## src/rtl/bfvt_pkg.sv

```systemverilog
// Shared types, register codes and widths for the box frustum visibility test.
package bfvt_pkg;

    localparam int COORD_W         = 16;
    localparam int AXES            = 3;
    localparam int PLANE_REGS      = 4;
    localparam int PLANE_COUNT_DEF = 4;
    localparam int PLANE_IDX_W     = $clog2(PLANE_REGS);

    localparam int CFG_INDEX_W = 3;
    localparam int CFG_DATA_W  = 64;

    // Product of a sign-extended normal and a doubled centre or an extent
    localparam int PROD_W  = 2 * (COORD_W + 1);
    // Exact plane test value at doubled scale, with headroom for the sums
    localparam int ACC_W   = PROD_W + 5;
    // Offset d (Q11.4) lifted to the 2^18 scale of the products
    localparam int D_SHIFT = 15;

    localparam logic [CFG_INDEX_W-1:0] REG_PLANE_0     = 3'd0;
    localparam logic [CFG_INDEX_W-1:0] REG_PLANE_3     = 3'd3;
    localparam logic [CFG_INDEX_W-1:0] REG_CULL_ENABLE = 3'd4;

    // Packed plane: nx in bits 15:0, ny 31:16, nz 47:32, d 63:48
    typedef struct packed {
        logic [COORD_W-1:0]           d;
        logic [AXES-1:0][COORD_W-1:0] n;
    } plane_t;

    typedef struct packed {
        logic [AXES-1:0][COORD_W-1:0] centre;
        logic [AXES-1:0][COORD_W-1:0] extent;
    } box_t;

    typedef struct packed {
        plane_t [PLANE_REGS-1:0] planes;
        logic                    cull_enable;
    } cfg_t;

endpackage

```

## src/rtl/bfvt_cfg_regs.sv

```systemverilog
// Configuration register file: four frustum planes and the cull enable.
module bfvt_cfg_regs (
    input  logic                             clk,
    input  logic                             rst_n,
    input  logic                             cfg_valid,
    output logic                             cfg_ready,
    input  logic [bfvt_pkg::CFG_INDEX_W-1:0] cfg_index,
    input  logic [bfvt_pkg::CFG_DATA_W-1:0]  cfg_data,
    output bfvt_pkg::cfg_t                   cfg
);
    import bfvt_pkg::*;

    cfg_t cfg_reg;
    cfg_t cfg_next;

    assign cfg_ready = 1'b1;
    assign cfg       = cfg_reg;

    always_comb
    begin
        cfg_next = cfg_reg;
        if (cfg_valid)
        begin
            unique case (cfg_index) inside
                [REG_PLANE_0:REG_PLANE_3]:
                    cfg_next.planes[cfg_index[PLANE_IDX_W-1:0]] = plane_t'(cfg_data);
                REG_CULL_ENABLE:
                    cfg_next.cull_enable = cfg_data[0];
                default:
                    ; // drop writes beyond the register list
            endcase
        end
    end

    always_ff @(posedge clk or negedge rst_n)
    begin
        if (!rst_n)
        begin
            cfg_reg.planes      <= '0;
            cfg_reg.cull_enable <= 1'b1;
        end
        else
        begin
            cfg_reg <= cfg_next;
        end
    end

endmodule

```

## config.mk

```make
export PLATFORM = sky130hd
export DESIGN_NAME = bfvt_cfg_regs
export DESIGN_NICKNAME = d
export VERILOG_FILES = /design/src/rtl/bfvt_pkg.sv /design/src/rtl/bfvt_cfg_regs.sv
export SDC_FILE = /design/constraint.sdc
export NUM_CORES = 1
export LEC_CHECK = 0
export BUFFER_PORTS_ARGS = -buffer_cell sky130_fd_sc_hd__buf_4
export CAP_MARGIN = 20
export CORE_MARGIN = 2
export CORE_UTILIZATION = 38
export CTS_CLUSTER_SIZE = 12
export DETAILED_ROUTE_END_ITERATION = 8
export SLEW_MARGIN = 10
export SYNTH_ARGS = -nofsm -noshare
export SYNTH_HDL_FRONTEND = slang
export SYNTH_SLANG_ARGS = --single-unit
```

## constraint.sdc

```tcl
create_clock -name clk -period 1.6 [get_ports clk]
set_input_delay 0.32 -clock clk [delete_from_list [all_inputs] [get_ports clk]]
set_output_delay 0.32 -clock clk [all_outputs]
set_load 0.01 [all_outputs]
```

; ---- Word level (Yosys, flattened, before mapping)
; Cells that the tools add are included.
[word_totals]
wordCells = 29
register_bits = 257
in_bits = 70
out_inout_bits = 258
[op_classes]
muxes = 3
n_eq_ne = 1
n_reduce_logical = 4
order_cmp = 4
[op_table]
columns = cell, n
row1 = 256-bit bitwise mux, 1
row2 = 64-bit demux with 2-bit select, 1
row3 = 64-bit two-way mux, 1
row4 = 2-bit AND reduction, 2
row5 = 3-bit == test (second input constant), 1
row6 = 3-bit by 1-bit greater-or-equal comparator with 1-bit output (second input constant), 1
row7 = 3-bit by 2-bit <= comparator with 1-bit output (second input constant), 1
row8 = 2-bit by 3-bit less-than comparator with 1-bit output (second input constant), 1
row9 = 2-bit by 1-bit greater-or-equal comparator with 1-bit output (second input constant), 1
row10 = 1-bit logical AND, 2

; ---- Depth between registers and ports, before layout
[logic_depth]
ltp_word = 5
depth_mapped = 4
mapped_depth_nobuf = 2

; ---- Worst setup path before layout
; No wires, ideal clock.
[synth_timing]
path_kind = input -> register
startpoint = input cfg_index[1] in the netlist's numbering
endpoint = register cfg_reg (netlist bit cfg[10])
cell_stages = 4
slack_ns = 0.212
t_arrival_ns = 1.263
t_required_ns = 1.475
path_cell_list = nor4b_2 buf_6 buf_12 mux2_4
[synth_via]
elab_chain_len = 5
[synth_rtl]
columns = item, line
row1 = "start, declared", bfvt_cfg_regs.sv:7  ; input logic [bfvt_pkg::CFG_INDEX_W-1:0] cfg_index,
row2 = 2-bit by 3-bit less-than comparator with 1-bit output (not written as such) or 2-bit by 1-bit greater-or-equal comparator with 1-bit output (tied branches), bfvt_cfg_regs.sv:26  ; cfg_next.planes[cfg_index[PLANE_IDX_W-1:0]] = plane_t'(cfg_data);
row3 = 1-bit logical AND (not written as such), bfvt_cfg_regs.sv:26
row4 = 64-bit two-way mux (not written as such), bfvt_cfg_regs.sv:26
row5 = 64-bit demux with 2-bit select, bfvt_cfg_regs.sv:26
row6 = 256-bit bitwise mux, bfvt_cfg_regs.sv:26
row7 = "end signal, assigned", bfvt_cfg_regs.sv:44  ; cfg_reg <= cfg_next;
row8 = "end, declared", bfvt_cfg_regs.sv:13  ; cfg_t cfg_reg;
; Several ways; a longest one is shown, not always the timed one.
; A chain may end at the register's enable or synchronous reset.

; ---- Final worst setup path
[layout_timing]
startpoint = register cfg_reg (netlist bit cfg[0])
endpoint = output cfg[0] in the netlist's numbering
[layout_rtl]
columns = item, line
row1 = "end, declared", bfvt_cfg_regs.sv:9  ; output bfvt_pkg::cfg_t cfg
; No word-level cell between the ends.

==> results.cfg <==
[power]
internal_power_uw = 15100
swShare_pct = 26.8
switching_power_uw = 5540
p_total_uw = 20600
power.share.clock_pct = 29.9
pwr-share-seq_pct = 42.7
power_frac_comb_pct = 27.4
power.static_leakage_uw = 0.00696
ir_drop_mv = 0.665
powerDensity_mw_per_mm2 = 1440

[drt]
wl_microns = 25200
drt_pass1_iterations = 4
wl_met2_microns = 11300
highest_layer = met4
wl_met3_microns = 1790
drc_errors = 0
dr_total_vias = 5986
dr.first_iter.drc_count = 249
ant_nets = 0
via_per_inst = 4.59
m1WireLength_microns = 11300
wire_per_inst_microns = 19.3

[synth]
synth_nets = 619
synth_top_area_share_pct = 60.9
syn_area_sq_mm = 0.0105
ys_top_cells_by_count = dfrtp_1 (256), mux2_4 (180), mux2_2 (77)
synth_ff_type = dfrtp_1
synth_warnings = 0
synth-seq-cells = 257
synth-edff-count = 0
yosysSeqAreaShare_pct = 61.2
syn_avg_cell_area_sq_um = 19.2
synth_cell_types = 13
yosys-top-cells-area = dfrtp_1 (61%), mux2_4 (26%), mux2_2 (8.2%), buf_12 (3.4%), buf_4 (0.50%)
yosys.cell_count.top_type = dfrtp_1
synth_top_cell_by_area = dfrtp_1
async_flop_share_pct = 100
syn_inst = 549

[sta]
hold_viol = 0
layout_min_cycle_time_ns = 1.48
drv_slew = 0
finClkSkew_ns = 0
fin_ws_ns = 0.115
finalSetupViolations = 0
finalCritPeriodShare_pct = 92.8
hold_slack_ns = 0.0421
rsz0062_at_grt = no
max_clock_freq_mhz = 673

[placed_design]
dp.cells = 1254
dpl.hpwl_microns = 17900
routabilityCongestion = 0.749
port_buffers = 326
dp_slack_ns = -0.0738

[critical_path]
path_class = reg2out
required_ns = 1.28
critPathCaptureType = primary output
cpPeakStageDelay_ns = 0.53
cp-start-kind = flip-flop
critical_path_buf_inv_count = 1
crit_fanout = 2
worstPathArrival_ns = 1.16
path_delay_family = flip-flops
slowest_stage = dfstp_2
path_cells = buf_4

[flow_run]
drv_cap = 0

[worst_hold_path]
hold_path_class = in2reg

[die]
dieHeight_microns = 170
fp-row-count = 60
pin_count = 328
dieArea_sq_mm = 0.0290
initial_core_util_pct = 38.8
die_x_microns = 170
core_area_sq_mm = 0.0271

[clocking]
cts_sinks = 257
numCtsBuffers = 28
cts_resized = 0
h-tree-depth = 1
hold_buffers = 1
tritoncts = done
cts_setup_buffers = 0
root_buffer = clkbuf_16
clkSlewWorstSetupHoldPaths_ns = 0.06
clk_latency_ns = 0.53
clockBufferDepth = 3

[global_routing]
grt.overflow.total = 0
grt_max_degree = 47
grt_pass1_vias = 6316
grt_pass1_wl_microns = 39000
antenna_found_initial = 0
globalRouteTotalUtil_pct = 17.3

[final_layout]
syn2layout_area_growth_pct = 36.5
fin_cells = 1304
final_net_count = 983
drive_above_1_share_pct = 71.4
largest_reg_flops = 257
antenna_cells = 0
n_fill_cell = 2246
post-route-util_pct = 53.0

[status]
outcome = completed
-- power groups by stage --
stage / Sequential [uW] / Combinational [uW] / Clock [uW]
3_5_place_dp: 8870 / 5770 / 0
4_1_cts: 8820 / 5770 / 6370
3_3_place_gp: 8900 / 5680 / 0
6_report: 8820 / 5660 / 6170
5_1_grt: 9000 / 6020 / 6630
2_1_floorplan: 9460 / 1970 / 0
-- per-layer routing --
layer	global-route usage [%]	vias to the layer above
met2	26.5	220
met1	24.1	3045
li1	-	2678
met5	0	-
met3	4.74	43
met4	4.98	0
-- logic make-up after synthesis --
kind of cell,Yosys count,share of synthesized area [%]
buf+inv,29,4.29
simple gates,5,0.583
mux,257,33.9
other cells,1,0.0357
flops,257,61.2
-- per-stage QoR --
stage / TNS [ns] / cell area [sq um]
after detailed placement: -3.04 / 13500
after global routing: 0 / 14400
final: 0 / 14400
after global placement: -1.91 / 13500
after CTS: 0 / 14400
after floorplan: 0 / 10500
-- cells in the final DEF (no fill, tap or decap), drive strengths merged --
cell,count
nand4b,1
buf,362
mux2,257
clkbuf,41
dfrtp,256
clkinv,6
dfstp,1
conb,1
dlygate4sd3,1
clkinvlp,1
nor4b,1
bufinv,1
and4bb,3
-- worst paths after layout --
check / from / end / slack (ns) / cells past startpoint
setup / recovery: cfg[0] / cfg[0] / 0.12 / 1
max in group asynchronous: rst_n / cfg[13] / 0.74 / 3
hold reg to reg: cfg[233] / cfg[233] / 0.50 / 1
setup reg to reg: cfg[10] / cfg[10] / 0.79 / 1
hold / removal: cfg_data[30] / cfg[159] / 0.04 / 2
min in group asynchronous: rst_n / cfg[249] / 0.27 / 2
-- cell type report --
class / count / area, sq um / area share [%]
sequential: 257 / 6430 / 44.8
multi-input combinational: 263 / 3650 / 25.4
timing repair buffer: 363 / 2940 / 20.4
clock buffer: 41 / 811 / 5.65
tap: 372 / 465 / 3.24
clock inverter: 8 / 67.6 / 0.470
(Power assumes the default switching activity.)
