==> src/rtl/bfvt_pkg.sv <==
// Shared types, register codes and widths for the box frustum visibility test.
package bfvt_pkg;

    localparam int COORD_W         = 16;
    localparam int AXES            = 3;
    localparam int PLANE_REGS      = 4;
    localparam int PLANE_COUNT_DEF = 4;
    localparam int PLANE_IDX_W     = $clog2(PLANE_REGS);

    localparam int CFG_INDEX_W = 3;
    localparam int CFG_DATA_W  = 64;

    // Product of a sign-extended normal and a doubled centre or an extent
    localparam int PROD_W  = 2 * (COORD_W + 1);
    // Exact plane test value at doubled scale, with headroom for the sums
    localparam int ACC_W   = PROD_W + 5;
    // Offset d (Q11.4) lifted to the 2^18 scale of the products
    localparam int D_SHIFT = 15;

    localparam logic [CFG_INDEX_W-1:0] REG_PLANE_0     = 3'd0;
    localparam logic [CFG_INDEX_W-1:0] REG_PLANE_3     = 3'd3;
    localparam logic [CFG_INDEX_W-1:0] REG_CULL_ENABLE = 3'd4;

    // Packed plane: nx in bits 15:0, ny 31:16, nz 47:32, d 63:48
    typedef struct packed {
        logic [COORD_W-1:0]           d;
        logic [AXES-1:0][COORD_W-1:0] n;
    } plane_t;

    typedef struct packed {
        logic [AXES-1:0][COORD_W-1:0] centre;
        logic [AXES-1:0][COORD_W-1:0] extent;
    } box_t;

    typedef struct packed {
        plane_t [PLANE_REGS-1:0] planes;
        logic                    cull_enable;
    } cfg_t;

endpackage

==> src/rtl/bfvt_plane_eval.sv <==
// Three-stage farthest-corner test of one box against one plane.
module bfvt_plane_eval (
    input  logic             clk,
    input  bfvt_pkg::plane_t plane,
    input  bfvt_pkg::box_t   box,
    output logic             keep
);
    import bfvt_pkg::*;

    logic signed [PROD_W-1:0] pc_next [AXES];
    logic signed [PROD_W-1:0] pe_next [AXES];
    logic signed [PROD_W-1:0] pc_reg  [AXES];
    logic signed [PROD_W-1:0] pe_reg  [AXES];
    logic signed [ACC_W-1:0]  dterm_next;
    logic signed [ACC_W-1:0]  dterm_reg;
    logic signed [ACC_W-1:0]  sum_next [AXES];
    logic signed [ACC_W-1:0]  sum_reg  [AXES];
    logic signed [ACC_W-1:0]  total_next;
    logic signed [ACC_W-1:0]  total_reg;

    // Stage 1: n_j * 2p_j and |n_j| * s_j per axis
    always_comb
    begin
        logic signed [COORD_W:0] n_w;
        logic signed [COORD_W:0] nabs;
        logic signed [COORD_W:0] ctr2;
        logic signed [COORD_W:0] ext_w;
        n_w   = '0;
        nabs  = '0;
        ctr2  = '0;
        ext_w = '0;
        for (int j = 0; j < AXES; j++)
        begin
            n_w        = $signed({plane.n[j][COORD_W-1], plane.n[j]});
            nabs       = n_w[COORD_W] ? -n_w : n_w;
            ctr2       = $signed({box.centre[j], 1'b0});
            ext_w      = $signed({1'b0, box.extent[j]});
            pc_next[j] = n_w * ctr2;
            pe_next[j] = nabs * ext_w;
        end
        dterm_next = ACC_W'($signed({plane.d, {D_SHIFT{1'b0}}}));
    end

    // Stage 2: fold each axis, offset goes in with the last axis
    always_comb
    begin
        for (int j = 0; j < AXES; j++)
        begin
            sum_next[j] = ACC_W'(pc_reg[j]) + ACC_W'(pe_reg[j])
                        + ((j == AXES - 1) ? dterm_reg : ACC_W'(0));
        end
    end

    // Stage 3: total test value
    always_comb
    begin
        total_next = '0;
        for (int j = 0; j < AXES; j++)
        begin
            total_next = total_next + sum_reg[j];
        end
    end

    always_ff @(posedge clk)
    begin
        pc_reg    <= pc_next;
        pe_reg    <= pe_next;
        dterm_reg <= dterm_next;
        sum_reg   <= sum_next;
        total_reg <= total_next;
    end

    // Zero counts as inside
    assign keep = ~total_reg[ACC_W-1];

endmodule

==> config.mk <==
export PLATFORM = sky130hd
export DESIGN_NAME = bfvt_plane_eval
export DESIGN_NICKNAME = d
export VERILOG_FILES = /design/src/rtl/bfvt_pkg.sv /design/src/rtl/bfvt_plane_eval.sv
export SDC_FILE = /design/constraint.sdc
export NUM_CORES = 2
export LEC_CHECK = 0
export ABC_AREA = 1
export BUFFER_PORTS_ARGS = -buffer_cell sky130_fd_sc_hd__buf_2
export CAP_MARGIN = 15
export CORE_ASPECT_RATIO = 0.9
export CORE_MARGIN = 2
export CORE_UTILIZATION = 50
export CTS_CLUSTER_SIZE = 10
export DETAILED_ROUTE_END_ITERATION = 10
export PLACE_DENSITY_LB_ADDON = 0.1
export SLEW_MARGIN = 0
export SYNTH_ARGS = -nofsm -noshare
export SYNTH_HDL_FRONTEND = slang
export SYNTH_SLANG_ARGS = --single-unit
==> constraint.sdc <==
create_clock -name clk -period 21.3 [get_ports clk]
set_input_delay 4.26 -clock clk [delete_from_list [all_inputs] [get_ports clk]]
set_output_delay 4.26 -clock clk [all_outputs]
set_load 0.05 [all_outputs]
# Word-level counts from Yosys, hierarchy flattened
# Cells that the tools add are included.
[word_totals] regBits=359 output_inout_bits=1 elab_cells=30
[op_classes] mux=3 n_bitwise=1 add_sub_neg=9 multipliers=6
[op_table] op="$add A33 B34 Y35" n=3
[op_table] op="$mul A17 B17 Y34" n=3
[op_table] op="$mul A16 B16 Y32" n=3
[op_table] op="$mux W17" n=3
[op_table] op="$neg A16 Y17" n=3
[op_table] op="$add A36 B36 Y37" n=1
[op_table] op="$add A35 B31 Y36" n=1
[op_table] op="$add A35 B35 Y36" n=1
[op_table] op="$not A1 Y1" n=1

# Logic depth before layout (Yosys ltp)
[depth] ltp_word=3 ltp_mapped=37

# Worst setup path before layout
# No wires, ideal clock.
[synth_path] path_type="input-to-reg" start="input plane[33] (netlist name)" end="register pe_reg[26] (netlist name)" setup_time_ns=0.113 setup_slack_ns=11.315 path_buffers=1 arrival_time_ns=9.873 path_stages=27 required_ns=21.187 cell_sequence="buf_2 inv_2 ha_1 nand2_4 nor3_4 nand3b_1 nand2_2 xor2_4 nand2_1 fa_1 fa_1 inv_1 fa_1 inv_1 fa_1 inv_1 fa_1 inv_1 fa_1 inv_1 ha_1 nand2_1 nor2_1 nand3_1 or2_2 nand4_1 nand2_1"
[synth_rtl] item="start, declared" line_no="bfvt_plane_eval.sv:4" source="input bfvt_pkg::plane_t plane,"
[synth_rtl] item="end signal, assigned" line_no="bfvt_plane_eval.sv:67" source="pe_reg <= pe_next;"
[synth_rtl] item="end, declared" line_no="bfvt_plane_eval.sv:13" source="logic signed [PROD_W-1:0] pe_reg [AXES];"

==> impl_metrics.yaml <==
cells_and_area:
  ff_latch_area_mm2: 0.00643
  fillers: 15900
  syn_to_final_growth_pct: 5.19
  final_nets: 13200
  multi_input_area_mm2: 0.0633
  largest_register_ffs: 106
  drive_gt1_frac: 0.0311
global_routing:
  grt_pass1_vias: 69600
  antenna_found_initial: 9
  grt_overflow: 0
  grt_use_total: 0.282
  grt_pass1_wl_um: 373000
  grt_max_degree: 36
floorplanning:
  die_w_um: 430
  io-pin-count: 162
  die_height_um: 387
  core-area_mm2: 0.162
  initial_core_util: 0.504
  rows: 140
  dieArea_mm2: 0.166
critical_path:
  ff2ff_path_depth: 9
  worstSetupStartpointType: "input pin"
  endpoint_kind: "register"
  required_ps: 21770
  cpLargestDelayFamily: "adder cells"
  critical_path_buf_inv_count: 9
  cp_max_fo: 33
  cp.arrival_ps: 11360
  critPathKind: "input pin to register"
  slowest_stage: "buf_2"
  crit_cells: 28
  critPathMostFrequentCell: "inv_1"
  max_stage_delay_ps: 630
clock_tree:
  cts_made_buffers: 43
  cts-root-buf: "clkbuf_16"
  clk_latency_ps: 580
  ctsHoldBuffers: 0
  clock_path_buffers: 3
  cts.sinks: 321
  cts_resized: 0
  clkTransAtPathRegs_ps: 50
  cts_tree: "yes"
  htree_num_levels: 2
  postCtsSetupRepairBufs: 0
routing:
  dr.first_iter.drc_count: 4265
  vias_per_cell: 5.06
  drt_wl_total_um: 228000
  first_pass_iters: 5
  routed-via-count: 65200
  drtAntennaViolNets: 0
  drcViolationCount: 0
  wire_per_inst_um: 17.7
sta:
  min_period_over_period: 0.511
  period_minus_slack_ps: 10890
  max_freq_ghz: 0.0918
  hold_viol_final: 0
  fin_tns_setup_ps: 0
  clock_skew_ps: 25.1
  finalMaxSlewViolations: 0
  worst_pin_slew_ps: 856
  grt_setup_unrepaired: "no"
  setup_violations: 0
  slew_headroom: 0.423
logic_synthesis:
  synth_seq_cells: 321
  synth_xor_area_frac: 0.0215
  synth_edf_count: 0
  synth_mux_area_frac: 0
  ys.flop_type: "dfxtp_1"
  syn_inst: 10700
  ys_types: 50
  synth.top_cell.area_share: 0.412
  synthAdderAreaFrac: 0.513
  synthTopCellsByCount: "inv_1 (2953), nand2_1 (2627), fa_1 (1680)"
  ys_warn_count: 0
  synth-compound-area-share: 0.0398
  synth_top_cell_by_area: "fa_1"
  synthArstFlopShare: 0
  synthesis.area_mm2: 0.0816
  synth-simple-area-share: 0.196
  yosysSeqAreaShare: 0.0788
  postSynthAreaPerCell_um2: 7.65
  synthTopCellsByArea: "fa_1 (41%), inv_1 (14%), nand2_1 (12%)"
  synthMostInstantiatedCell: "inv_1"
  synth_top_family_by_area: "adder cells"
placement:
  dp_hpwl_um: 198000
  place_congestion: 0.932
  io_buffer_count: 161
outcome:
  status: "complete, no violations"
job:
  drv_cap: 0
worst_hold_path:
  hold_class: "register to register"
  hold_depth: 0
[logic make-up (layout without fill, tap and decap cells)]
group	Yosys count	in the layout
DFF	321	321
adders and majority gates	2338	2338
and+or+nand+nor	3955	3955
AOI/OAI and AO/OA	599	599
other	2	125
buffers and inverters	3252	3220
xor gates and xnor gates	194	194
[layout make-up]
| cell class | count | share of cell area |
|---|---|---|
| multi-input combinational | 7206 | 0.738 |
| inverter | 2978 | 0.130 |
| sequential | 321 | 0.0749 |
| tap | 2130 | 0.0311 |
| clock buffer | 55 | 0.0141 |
| timing repair buffer | 175 | 0.0106 |
| clock inverter | 12 | 0.00128 |
| antenna | 5 | 0.000146 |
[cell usage in the layout, fill, tap and decap left out, types with 4 or more instances in the layout]
master / count
and2_1: 8
nor2_2: 10
o21ai_2: 5
inv_1: 2953
nand2_1: 2627
nor2_1: 702
nor4_1: 17
xnor2_1: 42
conb_1: 120
nor3_1: 64
clkinv_2: 7
buf_2: 161
inv_2: 21
buf_4: 14
o21ai_0: 174
dfxtp_1: 321
nand3b_1: 12
a31oi_1: 7
ha_1: 658
clkbuf_16: 43
nand4_1: 99
nand2_2: 21
a21o_1: 23
diode_2: 5
o211ai_1: 4
a21boi_0: 8
fa_1: 1680
xor2_1: 149
nand3_1: 360
a21oi_1: 327
or2_2: 16
clkbuf_8: 9
o21bai_1: 43
[per-stage QoR]
| stage | instance area [um^2] | utilization | setup WS [ps] | hold WS (ps) | cells |
|---|---|---|---|---|---|
| 2_1_floorplan | 82000 | - | 11310 | 310 | 10800 |
| 5_1_grt | 85800 | 0.530 | 10040 | 342 | 12900 |
| 3_5_place_dp | 84500 | 0.522 | 9440 | 318 | 12800 |
| 3_3_place_gp | 84500 | 0.522 | 9580 | 313 | 12800 |
| 4_1_cts | 85800 | 0.530 | 10030 | 330 | 12900 |
| 6_report | 85800 | 0.530 | 10410 | 328 | 12900 |
[layer usage]
layer	wire [um]	track usage
met1	103000	0.399
met2	106000	0.469
met3	13900	0.0343
met4	4480	0.0542
met5	72	0.00316
[final timing paths]
path	startpoint	to	slack, ps
setup reg to reg	pc_reg[32]	sum_reg[35]	18730
hold / removal	pe_reg[34]	sum_reg[39]	330
hold reg to reg	pe_reg[34]	sum_reg[39]	330
setup / recovery	plane[16]	pe_reg[52]	10410
Power is left out: the tool's default activity adds up to more than one toggle a clock period on the data nets, which glitch-free logic cannot reach.
